**config.mk**
```make
export PLATFORM = sky130hd
export DESIGN_NAME = int64_divide_remainder_flat
export DESIGN_NICKNAME = d
export VERILOG_FILES = /design/src/design/idr_pkg.sv /design/src/design/idr_if.sv /design/src/design/int64_divide_remainder.sv /design/src/flat_wrapper.sv
export VERILOG_INCLUDE_DIRS = /design/src /design/src/design
export SDC_FILE = /design/constraint.sdc
export NUM_CORES = 1
export LEC_CHECK = 0
export ABC_AREA = 1
export BUFFER_PORTS_ARGS = -buffer_cell sky130_fd_sc_hd__buf_2
export CORE_ASPECT_RATIO = 0.6
export CORE_MARGIN = 2
export CORE_UTILIZATION = 45
export CTS_CLUSTER_SIZE = 24
export DETAILED_ROUTE_END_ITERATION = 6
export SLEW_MARGIN = 40
export SYNTH_ARGS = -nofsm -noshare
export SYNTH_HDL_FRONTEND = slang
export SYNTH_SLANG_ARGS = --single-unit
```
**constraint.sdc**
```tcl
create_clock -name clk -period 8.8 [get_ports clk]
set_input_delay 1.76 -clock clk [delete_from_list [all_inputs] [get_ports clk]]
set_output_delay 1.76 -clock clk [all_outputs]
set_load 0.01 [all_outputs]
```
**src/design/int64_divide_remainder_defines.svh**
```systemverilog
// assertion helpers shared by the divider rtl
`ifndef INT64_DIVIDE_REMAINDER_DEFINES_SVH
`define INT64_DIVIDE_REMAINDER_DEFINES_SVH

// same-cycle implication, checking disabled while in reset
`define IDR_ASSERT_NOW(label, clk, rst_n, ante, cons) \
	label: assert property (@(posedge clk) disable iff (!(rst_n)) (ante) |-> (cons)) \
		else $error("divider assertion failed");

// next-cycle implication, checking disabled while in reset
`define IDR_ASSERT_NEXT(label, clk, rst_n, ante, cons) \
	label: assert property (@(posedge clk) disable iff (!(rst_n)) (ante) |=> (cons)) \
		else $error("divider assertion failed");

`endif

```
**src/design/idr_pkg.sv**
```systemverilog
package idr_pkg;

	// port field width, fixed
	localparam int FIELD_W = 64;
	// operand width actually used by the datapath, 8 to 64
	localparam int DATA_WIDTH = 64;
	localparam int CNT_W = $clog2(DATA_WIDTH);

	typedef logic [DATA_WIDTH-1:0] word_t;
	typedef logic [CNT_W-1:0] cnt_t;

	typedef enum logic [1:0] {
		ST_IDLE,
		ST_PREP,
		ST_DIV,
		ST_FIX
	} state_t;

	// two's complement negation within the operand width
	function automatic word_t negate_w(input word_t x);
		negate_w = (~x) + word_t'(1);
	endfunction

endpackage

```
**src/design/idr_if.sv**
```systemverilog
// request channel: one division job
interface idr_req_if import idr_pkg::*; ();
	logic               valid;
	logic               ready;
	logic               req_type;
	logic [FIELD_W-1:0] dividend;
	logic [FIELD_W-1:0] divisor;

	modport source (output valid, output req_type, output dividend, output divisor,
		input ready);
	modport sink (input valid, input req_type, input dividend, input divisor,
		output ready);
endinterface

// response channel: quotient, remainder and error flag
interface idr_rsp_if import idr_pkg::*; ();
	logic               valid;
	logic               ready;
	logic [FIELD_W-1:0] quotient;
	logic [FIELD_W-1:0] remainder;
	logic               div_by_zero;

	modport source (output valid, output quotient, output remainder, output div_by_zero,
		input ready);
	modport sink (input valid, input quotient, input remainder, input div_by_zero,
		output ready);
endinterface

```
**src/design/int64_divide_remainder.sv**
```systemverilog
// Restoring integer divider, one quotient bit per cycle. A request carries a
// dividend, a divisor and req_type (0 unsigned, 1 signed two's complement);
// the response carries the quotient, the remainder and div_by_zero. Signed
// division truncates toward zero and the remainder takes the dividend's sign;
// the most negative value divided by -1 wraps to itself with remainder 0. A
// zero dividend returns 0 and 0 with no error; a zero divisor with a nonzero
// dividend returns 0 and 0 with div_by_zero set. One job is in the divider at
// a time: from request transfer to the next request transfer it takes operand
// magnitudes, runs the shift-subtract loop (one quotient bit per cycle
// through a single (DATA_WIDTH+2)-bit subtractor), fixes signs, and
// returns to idle. A zero dividend or a zero divisor skips the loop. The
// result sits in an output register, so a new request is taken while the
// previous response still waits for its transfer; the sign fix-up cycle of
// that new job then holds until the output register is free.
module int64_divide_remainder import idr_pkg::*; (
	input  logic clk,
	input  logic arst_n,
	idr_req_if.sink   req,
	idr_rsp_if.source rsp
);
`include "int64_divide_remainder_defines.svh"

	localparam cnt_t LAST_CNT = cnt_t'(DATA_WIDTH - 1);

	// sequencer
	state_t state_q, state_d;
	cnt_t   cnt_q;

	// datapath registers
	word_t  rem_q;      // partial remainder
	word_t  quo_q;      // dividend bits shift out the top, quotient bits shift in
	word_t  div_q;      // divisor magnitude
	logic   sgn_q;      // signed request
	logic   neg_q_q;    // quotient gets negated
	logic   neg_r_q;    // remainder gets negated
	logic   zero_q;     // zero dividend or zero divisor, result forced to zero
	logic   err_q;      // divide by zero

	// output register
	logic               out_valid_q;
	logic [FIELD_W-1:0] out_quo_q;
	logic [FIELD_W-1:0] out_rem_q;
	logic               out_err_q;

	logic req_xfer;
	logic load_out;
	logic neg_a;
	logic neg_b;
	logic borrow;
	logic [DATA_WIDTH+1:0] trial;

	assign req_xfer = req.valid && req.ready;

	// operand signs, read while the raw operands sit in quo_q and div_q
	assign neg_a = sgn_q && quo_q[DATA_WIDTH-1];
	assign neg_b = sgn_q && div_q[DATA_WIDTH-1];

	// shift in the next dividend bit and trial-subtract the divisor
	assign trial  = {1'b0, rem_q, quo_q[DATA_WIDTH-1]} - {2'b00, div_q};
	assign borrow = trial[DATA_WIDTH+1];

	// next state
	always_comb begin
		state_d = state_q;
		case (state_q)
			ST_IDLE: begin
				if (req.valid) state_d = ST_PREP;
			end
			ST_PREP: begin
				// special cases skip the loop
				if ((quo_q == '0) || (div_q == '0)) state_d = ST_FIX;
				else state_d = ST_DIV;
			end
			ST_DIV: begin
				if (cnt_q == LAST_CNT) state_d = ST_FIX;
			end
			ST_FIX: begin
				// hold until the output register frees up
				if (!out_valid_q || rsp.ready) state_d = ST_IDLE;
			end
			default: state_d = ST_IDLE;
		endcase
	end

	// sequencer outputs
	always_comb begin
		req.ready = 1'b0;
		load_out  = 1'b0;
		case (state_q)
			ST_IDLE: req.ready = 1'b1;
			ST_FIX:  load_out  = !out_valid_q || rsp.ready;
			default: begin
				req.ready = 1'b0;
				load_out  = 1'b0;
			end
		endcase
	end

	always_ff @(posedge clk or negedge arst_n) begin
		if (!arst_n) begin
			state_q <= ST_IDLE;
			cnt_q   <= '0;
		end else begin
			state_q <= state_d;
			if (state_q == ST_PREP) cnt_q <= '0;
			else if (state_q == ST_DIV) cnt_q <= cnt_q + cnt_t'(1);
		end
	end

	// datapath
	always_ff @(posedge clk) begin
		case (state_q)
			ST_IDLE: begin
				if (req_xfer) begin
					// bits above the operand width are dropped here
					quo_q <= req.dividend[DATA_WIDTH-1:0];
					div_q <= req.divisor[DATA_WIDTH-1:0];
					sgn_q <= req.req_type;
				end
			end
			ST_PREP: begin
				// the most negative value negates to itself, which reads as its magnitude
				quo_q   <= neg_a ? negate_w(quo_q) : quo_q;
				div_q   <= neg_b ? negate_w(div_q) : div_q;
				neg_q_q <= neg_a ^ neg_b;
				neg_r_q <= neg_a;
				zero_q  <= (quo_q == '0) || (div_q == '0);
				err_q   <= (quo_q != '0) && (div_q == '0);
				rem_q   <= '0;
			end
			ST_DIV: begin
				if (!borrow) rem_q <= trial[DATA_WIDTH-1:0];
				else rem_q <= {rem_q[DATA_WIDTH-2:0], quo_q[DATA_WIDTH-1]};
				quo_q <= {quo_q[DATA_WIDTH-2:0], !borrow};
			end
			default: begin
			end
		endcase
	end

	// output register, loaded in the sign fix-up cycle
	always_ff @(posedge clk or negedge arst_n) begin
		if (!arst_n) begin
			out_valid_q <= 1'b0;
		end else begin
			if (load_out) out_valid_q <= 1'b1;
			else if (rsp.ready) out_valid_q <= 1'b0;
		end
	end

	always_ff @(posedge clk) begin
		if (load_out) begin
			if (zero_q) begin
				out_quo_q <= '0;
				out_rem_q <= '0;
			end else begin
				out_quo_q <= FIELD_W'(neg_q_q ? negate_w(quo_q) : quo_q);
				out_rem_q <= FIELD_W'(neg_r_q ? negate_w(rem_q) : rem_q);
			end
			out_err_q <= err_q;
		end
	end

	assign rsp.valid       = out_valid_q;
	assign rsp.quotient    = out_quo_q;
	assign rsp.remainder   = out_rem_q;
	assign rsp.div_by_zero = out_err_q;

	// a taken request always starts with the magnitude cycle
	`IDR_ASSERT_NEXT(a_xfer_to_prep, clk, arst_n, req_xfer, state_q == ST_PREP)
	// the loop ends after its last quotient bit
	`IDR_ASSERT_NEXT(a_loop_end, clk, arst_n, (state_q == ST_DIV) && (cnt_q == LAST_CNT),
		state_q == ST_FIX)
	// a finished division leaves a remainder below the divisor magnitude
	`IDR_ASSERT_NOW(a_rem_below_div, clk, arst_n, (state_q == ST_FIX) && !zero_q,
		rem_q < div_q)
	// an error response carries zero quotient and remainder
	`IDR_ASSERT_NOW(a_err_zero, clk, arst_n, rsp.valid && rsp.div_by_zero,
		(rsp.quotient == '0) && (rsp.remainder == '0))

endmodule
```
**src/flat_wrapper.sv**
```systemverilog
// flat-port wrapper written by rule: the top's interface ports become plain ports
module int64_divide_remainder_flat import idr_pkg::*;
  (clk, arst_n, req_valid, req_req_type, req_dividend, req_divisor, req_ready, rsp_valid, rsp_quotient, rsp_remainder, rsp_div_by_zero, rsp_ready);
  idr_req_if req_i ();
  idr_rsp_if rsp_i ();
  input  logic clk;
  input  logic arst_n;
  input wire logic [$bits(req_i.valid)-1:0] req_valid;
  input wire logic [$bits(req_i.req_type)-1:0] req_req_type;
  input wire logic [$bits(req_i.dividend)-1:0] req_dividend;
  input wire logic [$bits(req_i.divisor)-1:0] req_divisor;
  output wire logic [$bits(req_i.ready)-1:0] req_ready;
  output wire logic [$bits(rsp_i.valid)-1:0] rsp_valid;
  output wire logic [$bits(rsp_i.quotient)-1:0] rsp_quotient;
  output wire logic [$bits(rsp_i.remainder)-1:0] rsp_remainder;
  output wire logic [$bits(rsp_i.div_by_zero)-1:0] rsp_div_by_zero;
  input wire logic [$bits(rsp_i.ready)-1:0] rsp_ready;
  assign req_i.valid = req_valid;
  assign req_i.req_type = req_req_type;
  assign req_i.dividend = req_dividend;
  assign req_i.divisor = req_divisor;
  assign req_ready = req_i.ready;
  assign rsp_valid = rsp_i.valid;
  assign rsp_quotient = rsp_i.quotient;
  assign rsp_remainder = rsp_i.remainder;
  assign rsp_div_by_zero = rsp_i.div_by_zero;
  assign rsp_i.ready = rsp_ready;
  int64_divide_remainder u_core (.clk(clk), .arst_n(arst_n), .req(req_i), .rsp(rsp_i));
endmodule
```
==> results of run 1 <==
[final cells by class]
class | instances | share of cell area [%]
repair buffers | 283 | 5.068
multi-input cells | 2811 | 45.99
clock buffers | 49 | 3.675
well taps | 770 | 3.260
clock inverters | 15 | 0.4319
inverters | 604 | 7.685
flip-flops and latches | 335 | 33.89
[power by group through the flow]
stage | combinational [mW] | clock [mW] | sequential (mW)
after floorplan | 5.79 | 0 | 3.62
final | 8.68 | 1.62 | 3.62
after global routing | 9.65 | 1.70 | 3.70
after CTS | 8.47 | 1.63 | 3.61
after global placement | 8.40 | 0 | 3.64
after detailed placement | 8.42 | 0 | 3.63
[routing by layer]
metal	GRT usage, %	up-vias	routed length, µm
met5	0	-	0
met4	4.047	0	1115
met3	14.37	70	15660
met2	42.23	1379	36890
met1	55.25	12431	51060
li1	-	12849	-
[worst max-delay path, delay by kind of cell (launching register included)]
| kind | cells | cell delay (ps) |
|---|---|---|
| AOI/OAI and AO/OA | 2 | 280 |
| DFF | 1 | 710 |
| and+or+nand+nor | 4 | 470 |
| adders and majority gates | 1 | 330 |
| buffers and inverters | 5 | 1560 |
[cells in the final DEF (no fill, tap or decap), types with 4 or more instances in the layout]
| cell | n |
|---|---|
| a21oi_1 | 169 |
| a31oi_1 | 18 |
| and2_1 | 4 |
| and3_1 | 4 |
| buf_2 | 263 |
| buf_4 | 14 |
| buf_6 | 5 |
| clkbuf_1 | 5 |
| clkbuf_16 | 41 |
| clkinv_1 | 6 |
| clkinv_2 | 5 |
| dfrtp_1 | 9 |
| edfxtp_1 | 326 |
| ha_1 | 69 |
| inv_1 | 586 |
| inv_2 | 15 |
| nand2_1 | 1162 |
| nand2_2 | 14 |
| nand3_1 | 251 |
| nand3_2 | 5 |
| nand3b_1 | 12 |
| nand4_1 | 52 |
| nor2_1 | 529 |
| nor2_2 | 21 |
| nor2_4 | 5 |
| nor3_1 | 82 |
| nor3b_1 | 4 |
| nor4_1 | 21 |
| o211ai_1 | 17 |
| o21ai_0 | 168 |
| o21bai_1 | 28 |
| o221ai_1 | 19 |
| xnor2_1 | 4 |
| xor2_1 | 124 |
[flip-flops by register name, indices dropped and copies added, names as in the netlist, 2 cells and up]
name	cells
u_core.cnt_q	6
u_core.div_q	64
u_core.quo_q	64
u_core.rem_q	64
u_core.rsp.quotient	64
u_core.rsp.remainder	64
u_core.state_q	2
[logic make-up (layout without fill, tap and decap cells)]
logic type	Yosys count	count (layout)	share of synthesized area (%)
XOR/XNOR	128	128	4.274
buffers and inverters	701	951	10.27
adder cells (fa/ha/maj)	73	73	3.511
AND/OR/NAND/NOR	2177	2177	34.61
AO/OA/AOI/OAI	433	433	9.149
flip-flops	335	335	38.18
[path summary, 6_finish.rpt]
path,start,endpoint,slack [ps],depth (start not counted)
worst max-delay path,u_core.div_q[63],u_core.quo_q[0],5040,12
worst min-delay path,u_core.err_q,u_core.rsp.div_by_zero,420,0
worst max register to register,u_core.div_q[63],u_core.quo_q[0],5040,12
worst min register to register,u_core.err_q,u_core.rsp.div_by_zero,420,0
max in group asynchronous,arst_n,u_core.cnt_q[1],7570,1
min in group asynchronous,arst_n,u_core.cnt_q[4],1040,1
==> metrics.md, run 1 <==
| Metric | Value |
|---|---|
| Run status | `completed` |
| Final setup viols | `0` |
| Cts bufs inserted | `37` |
| Synth cell types | `46` |
| Leakage | `13.92 nW` |
| CTS max path bufs | `3` |
| Final Util | `51.38%` |
| Fin cells | `4867` |
| Hold WC Path Type | `flop to flop` |
| Vias per cell | `5.492` |
| Pre-CTS setup slack | `5152 ps` |
| Sequential group share of total power | `26.0%` |
| Slew @ Worst Pin | `905.4 ps` |
| Placed cell area | `28330 µm²` |
| Unrepaired setup endpoints after global routing | `false` |
| Drt wl/cell | `21.52 µm` |
| Final WS setup | `5045 ps` |
| I/O pin count | `264` |
| Mapped cell area | `26230 µm²` |
| Largest cells by area after synthesis | `edfxtp_1, nand2_1, inv_1` |
| Max VDD drop | `0.0003715 V` |
| Clock power share | `11.6%` |
| Final instance area | `29550 µm²` |
| Reg area | `10010 µm²` |
| Clock latency on the worst-skew pair | `580 ps` |
| Req. time, crit path | `9100 ps` |
| DRT Pass-1 Iters | `6` |
| Slew HR | `39.17%` |
| Vias in the first global route | `23593` |
| Slowest-stage cell, CP | `edfxtp_1` |
| CTS tree | `built` |
| Post-synthesis sequential area ratio | `38.18%` |
| Synth Net Count | `4053` |
| WP data arrival | `4060 ps` |
| Crit-path cells | `inv_1 > ha_1 > inv_1 > nor3_2 > nand3_1 > o21bai_1 > nand3_1 > inv_2 > buf_4 > nand2_4 > inv_4 > o21bai_1` |
| Switching Share | `54.52%` |
| Drt total wl | `104.7 mm` |
| Post-Place Cells | `4803` |
| Cells after Synth | `3847` |
| Pwr dens | `471.0 nW/µm²` |
| Starting density of the core | `45.61%` |
| Height of the die | `191.0 µm` |
| DRC | `0` |
| Total track usage | `34.48%` |
| Worst hold margin | `420.2 ps` |
| Skew final | `21.18 ps` |
| Startpoint types | `flop` |
| Starting DRC count in detailed routing | `3719` |
| Max-cap violation count | `0` |
| Fmax | `266.3 MHz` |
| Crit path time final | `3755 ps` |
| Post-synth top cells | `nand2_1, inv_1, nor2_1` |
| Global route total overflow | `0` |
| Internal power | `6.330 mW` |
| Die ar. | `60300 µm²` |
| Fill count | `5984` |
| Worst Path Max Fanout | `64` |
| PortBufs | `263` |
| Gpl congestion | `0.9970` |
| CTS root buf | `clkbuf_16` |
| Synth Area per Inst | `6.818 µm²` |
| Detailed Place HPWL | `84.54 mm` |
| Die Wd | `315.7 µm` |
| Cell taking the most area after synthesis | `edfxtp_1` |
| Final net count | `4278` |
| Main flop type after synthesis | `edfxtp_1` |
| Comb power frac | `62.3%` |
| Row cnt | `68` |
| Htree depth | `2` |
| Ant. Diodes | `0` |
| Critical Path Max Stage Delay | `710 ps` |
| Largest net degree at the start of global routing | `79` |
| Share of cells above drive strength 1 | `10.18%` |
| Total core area | `57520 µm²` |
| Clock tree sinks | `335` |
| Fin crit share | `42.68%` |
| #FFs+latches synth | `335` |
| Initial antenna violation count | `1` |
| Count leader, synth | `nand2_1` |
| Post-CTS Setup Bufs | `0` |
| CTS hold repair buffers | `0` |
| DR vias | `26729` |
| Switching Power | `7.589 mW` |
| Antenna-violating nets left | `0` |
| Total negative setup slack | `0 ps` |
| Fin. Hold Viols | `0` |
| CP Class | `flop to flop` |
| Fin. max-slew vios | `0` |
| EDFF count, synth | `326` |
| CP Capture Type | `flop` |
| Post-synthesis async set-or-reset flop share | `2.687%` |
| Clk slew on worst S/H paths | `70 ps` |
| Multi-input gate area | `13590 µm²` |
| Post-CTS sizing | `0` |
| Synth-to-layout area growth | `12.66%` |
| Ys Warns | `0` |
| First-pass GRT wire length | `153.5 mm` |
| Final Total Pwr | `13.92 mW` |
| Synth top area share | `37.32%` |
(Power assumes the default switching activity.)
==> run 2: changes to the inputs <==
--- a/config.mk
+++ b/config.mk
@@ -6,7 +6,7 @@
 export SDC_FILE = /design/constraint.sdc
 export NUM_CORES = 1
 export LEC_CHECK = 0
-export ABC_AREA = 1
+export ABC_AREA = 0
 export BUFFER_PORTS_ARGS = -buffer_cell sky130_fd_sc_hd__buf_2
 export CORE_ASPECT_RATIO = 0.6
 export CORE_MARGIN = 2
==> constraint.sdc (replaced) <==
create_clock -name clk -period 3.8 [get_ports clk]
set_input_delay 0.76 -clock clk [delete_from_list [all_inputs] [get_ports clk]]
set_output_delay 0.76 -clock clk [all_outputs]
set_load 0.01 [all_outputs]
==> metrics.md, run 2 <==
| Metric | Value |
|---|---|
| DR vias | `19531` |
| Slew @ Worst Pin | `803.4 ps` |
| EDFF count, synth | `326` |
| Share of cells above drive strength 1 | `24.87%` |
| Final setup viols | `0` |
| Worst Path Max Fanout | `6` |
| Post-synth top cells | `edfxtp_1, nor2_1, nand2_1, xor2_1, xnor2_1` |
| Skew final | `25.40 ps` |
| Comb power frac | `3.3%` |
| Global route total overflow | `0` |
| Critical Path Max Stage Delay | `420 ps` |
| Count leader, synth | `edfxtp_1` |
| Vias in the first global route | `18559` |
| Sequential group share of total power | `49.9%` |
| Drt wl/cell | `21.42 µm` |
| CP endpoint | `u_core.rem_q[43]` |
| Ys Warns | `0` |
| Post-synthesis async set-or-reset flop share | `2.687%` |
| Die ar. | `51710 µm²` |
| I/O pin count | `264` |
| Fmax | `271.8 MHz` |
| R2R depth | `15` |
| Largest cells by area after synthesis | `edfxtp_1, xor2_1, nor2_1` |
| Final Total Pwr | `8.079 mW` |
| Switching Power | `1.749 mW` |
| Drt total wl | `72.67 mm` |
| DRC | `0` |
| Synth Area per Inst | `9.694 µm²` |
| Pre-CTS setup slack | `-69.97 ps` |
| Main flop type after synthesis | `edfxtp_1` |
| First-pass GRT wire length | `109.7 mm` |
| Starting DRC count in detailed routing | `1981` |
| Leakage | `11.51 nW` |
| Height of the die | `176.9 µm` |
| DRT Pass-1 Iters | `6` |
| Row cnt | `63` |
| Cts bufs inserted | `38` |
| R2r endpoint | `u_core.rem_q[43]` |
| Gpl congestion | `1.012` |
| Cell taking the most area after synthesis | `edfxtp_1` |
| Final net count | `2918` |
| Mapped cell area | `22430 µm²` |
| Origin of the worst setup path | `u_core.rem_q[5]` |
| Vias per cell | `5.756` |
| Synth-to-layout area growth | `22.72%` |
| Crit path time final | `3679 ps` |
| Fin crit share | `96.82%` |
| Post-Place Cells | `3291` |
| Htree depth | `2` |
| Total track usage | `27.37%` |
| Fin cells | `3393` |
| Internal power | `6.330 mW` |
| Clock power share | `46.8%` |
| Max VDD drop | `0.0002628 V` |
| Largest net degree at the start of global routing | `64` |
| Reg area | `10010 µm²` |
| Synth Net Count | `2520` |
| Antenna-violating nets left | `0` |
| Run status | `completed` |
| Fill count | `4342` |
| Multi-input gate area | `11820 µm²` |
| Fin. max-slew vios | `0` |
| Initial antenna violation count | `1` |
| R2r setup slk | `120 ps` |
| Die Wd | `292.2 µm` |
| Slew HR | `46.44%` |
| PortBufs | `263` |
| Pwr dens | `293.5 nW/µm²` |
| Fin. Hold Viols | `0` |
| Clock latency on the worst-skew pair | `560 ps` |
| Starting density of the core | `45.53%` |
| Synth cell types | `82` |
| Switching Share | `21.64%` |
| CP Capture Type | `flop` |
| Crit-path cells | `buf_4 > ha_4 > and3_4 > nand2_1 > a21oi_2 > nor2_1 > o41ai_4 > buf_4 > o2111ai_4 > a2111oi_4 > o32a_4 > buf_4 > buf_12 > mux2i_1 > nor2_1` |
| #FFs+latches synth | `335` |
| Cells after Synth | `2314` |
| Met3 Track Usage GR | `4.658%` |
| CTS root buf | `clkbuf_16` |
| Post-synthesis sequential area ratio | `44.65%` |
| WP data arrival | `3950 ps` |
| Startpoint types | `flop` |
| Req. time, crit path | `4070 ps` |
| Most frequent cell on the critical path | `buf_4` |
| Commonest non-fill, non-tap cell in the layout | `edfxtp_1` |
| Total core area | `49270 µm²` |
| Max-cap violation count | `0` |
| CTS max path bufs | `3` |
| Final WS setup | `121.0 ps` |
| Slowest-stage cell, CP | `edfxtp_1` |
| Hold WC Path Type | `input pin to async pin` |
| GRT Max-Usage Layer | `met1` |
| Most frequent cells in the layout | `edfxtp_1, nor2_1, buf_2, buf_4` |
| Reg-to-Reg Start | `u_core.rem_q[5]` |
| GRT met1 Usage | `43.44%` |
| Clk slew on worst S/H paths | `60 ps` |
| Met2 Use GR | `38.53%` |
| Detailed Place HPWL | `53.42 mm` |
| CTS tree | `built` |
| Clock tree sinks | `335` |
| CP Class | `flop to flop` |
| Synth top area share | `43.64%` |
## run 2: cell types whose count changed after synthesis, sizes merged, moves of 36 or more
cell	change
nand2	-1017
inv	-476
nor2	-250
nand3	-186
xnor2	+125
o21ai	-77
mux2	+59
mux2i	+54
a21oi	-42
or3	+39
xor2	+36
## run 2: logic make-up (layout without fill, tap and decap cells)
group                    after synthesis  in the layout  share of synthesized area, %
AND/OR/NAND/NOR                      810            810                         17.50
AO/OA/AOI/OAI                        441            441                         12.70
flip-flops                           335            335                         44.65
XOR/XNOR                             289            289                         11.28
buffers and inverters                253            681                         4.395
multiplexers                         113            113                         5.372
adder cells (fa/ha/maj)               73             73                         4.105
other                                  0              1                             0
## run 2: layout make-up
type / count / area share, %
multi-input combinational: 1726 / 42.94
inverter: 128 / 1.745
clock inverter: 12 / 0.4954
timing repair buffer: 483 / 11.42
tap: 650 / 2.954
sequential: 335 / 36.38
antenna: 1 / 0.009090
clock buffer: 58 / 4.054
## run 2: worst min path at each step
stage                 startpoint                     end  slack [ps]  depth (start not counted)
floorplan           u_core.err_q  u_core.rsp.div_by_zero         400                          0
global placement    u_core.err_q  u_core.rsp.div_by_zero         400                          0
detailed placement  u_core.err_q  u_core.rsp.div_by_zero         420                          0
CTS                       arst_n       u_core.state_q[0]          50                          1
global route              arst_n       u_core.state_q[1]          60                          1
finish                    arst_n       u_core.state_q[0]          70                          1
## run 2: stage by stage
| stage | cell area [µm²] | TNS, ps | util [%] | hold slack, ps |
|---|---|---|---|---|
| 6_report | 27530 | 0 | 55.88 | 70.99 |
| 5_1_grt | 27530 | -48.58 | 55.88 | 59.79 |
| 4_1_cts | 27180 | -179.9 | 55.17 | 52.44 |
| 3_5_place_dp | 25590 | -1404 | 51.94 | 416.3 |
| 3_3_place_gp | 25570 | -2043 | 51.91 | 404.4 |
| 2_1_floorplan | 22450 | 0 | - | 400.3 |
## run 2: critical path: cells and delay by family, from the launching register on
| kind | cells | cell delay (ps) |
|---|---|---|
| simple gates | 4 | 420 |
| compound gates | 5 | 1380 |
| mux | 1 | 220 |
| buf+inv | 4 | 680 |
| flops | 1 | 420 |
| fa+ha+maj | 1 | 280 |
## run 2: timing repair
item,CTS,global route
gates cloned,4,1
setup buffers,13,13
endpoints found under the setup margin,66,100
pin swaps,6,14
hold endpoints to repair,0,0
resized for setup,17,50
hold buffers,0,0
## run 2: metal layers
layer / up-vias / share of wire [%]
li1: 9166 / -
met1: 9543 / 49
met2: 739 / 41
met3: 83 / 8.2
met4: 0 / 1.7
met5: - / 0
## run 2: power by group through the flow
stage          Clock (mW)  Sequential, mW  Combinational (mW)
2_1_floorplan           0            4.11               0.124
3_3_place_gp            0            4.11               0.258
3_5_place_dp            0            4.11               0.261
4_1_cts              3.86            4.03               0.264
5_1_grt              3.99            4.03               0.294
6_report             3.78            4.03               0.268
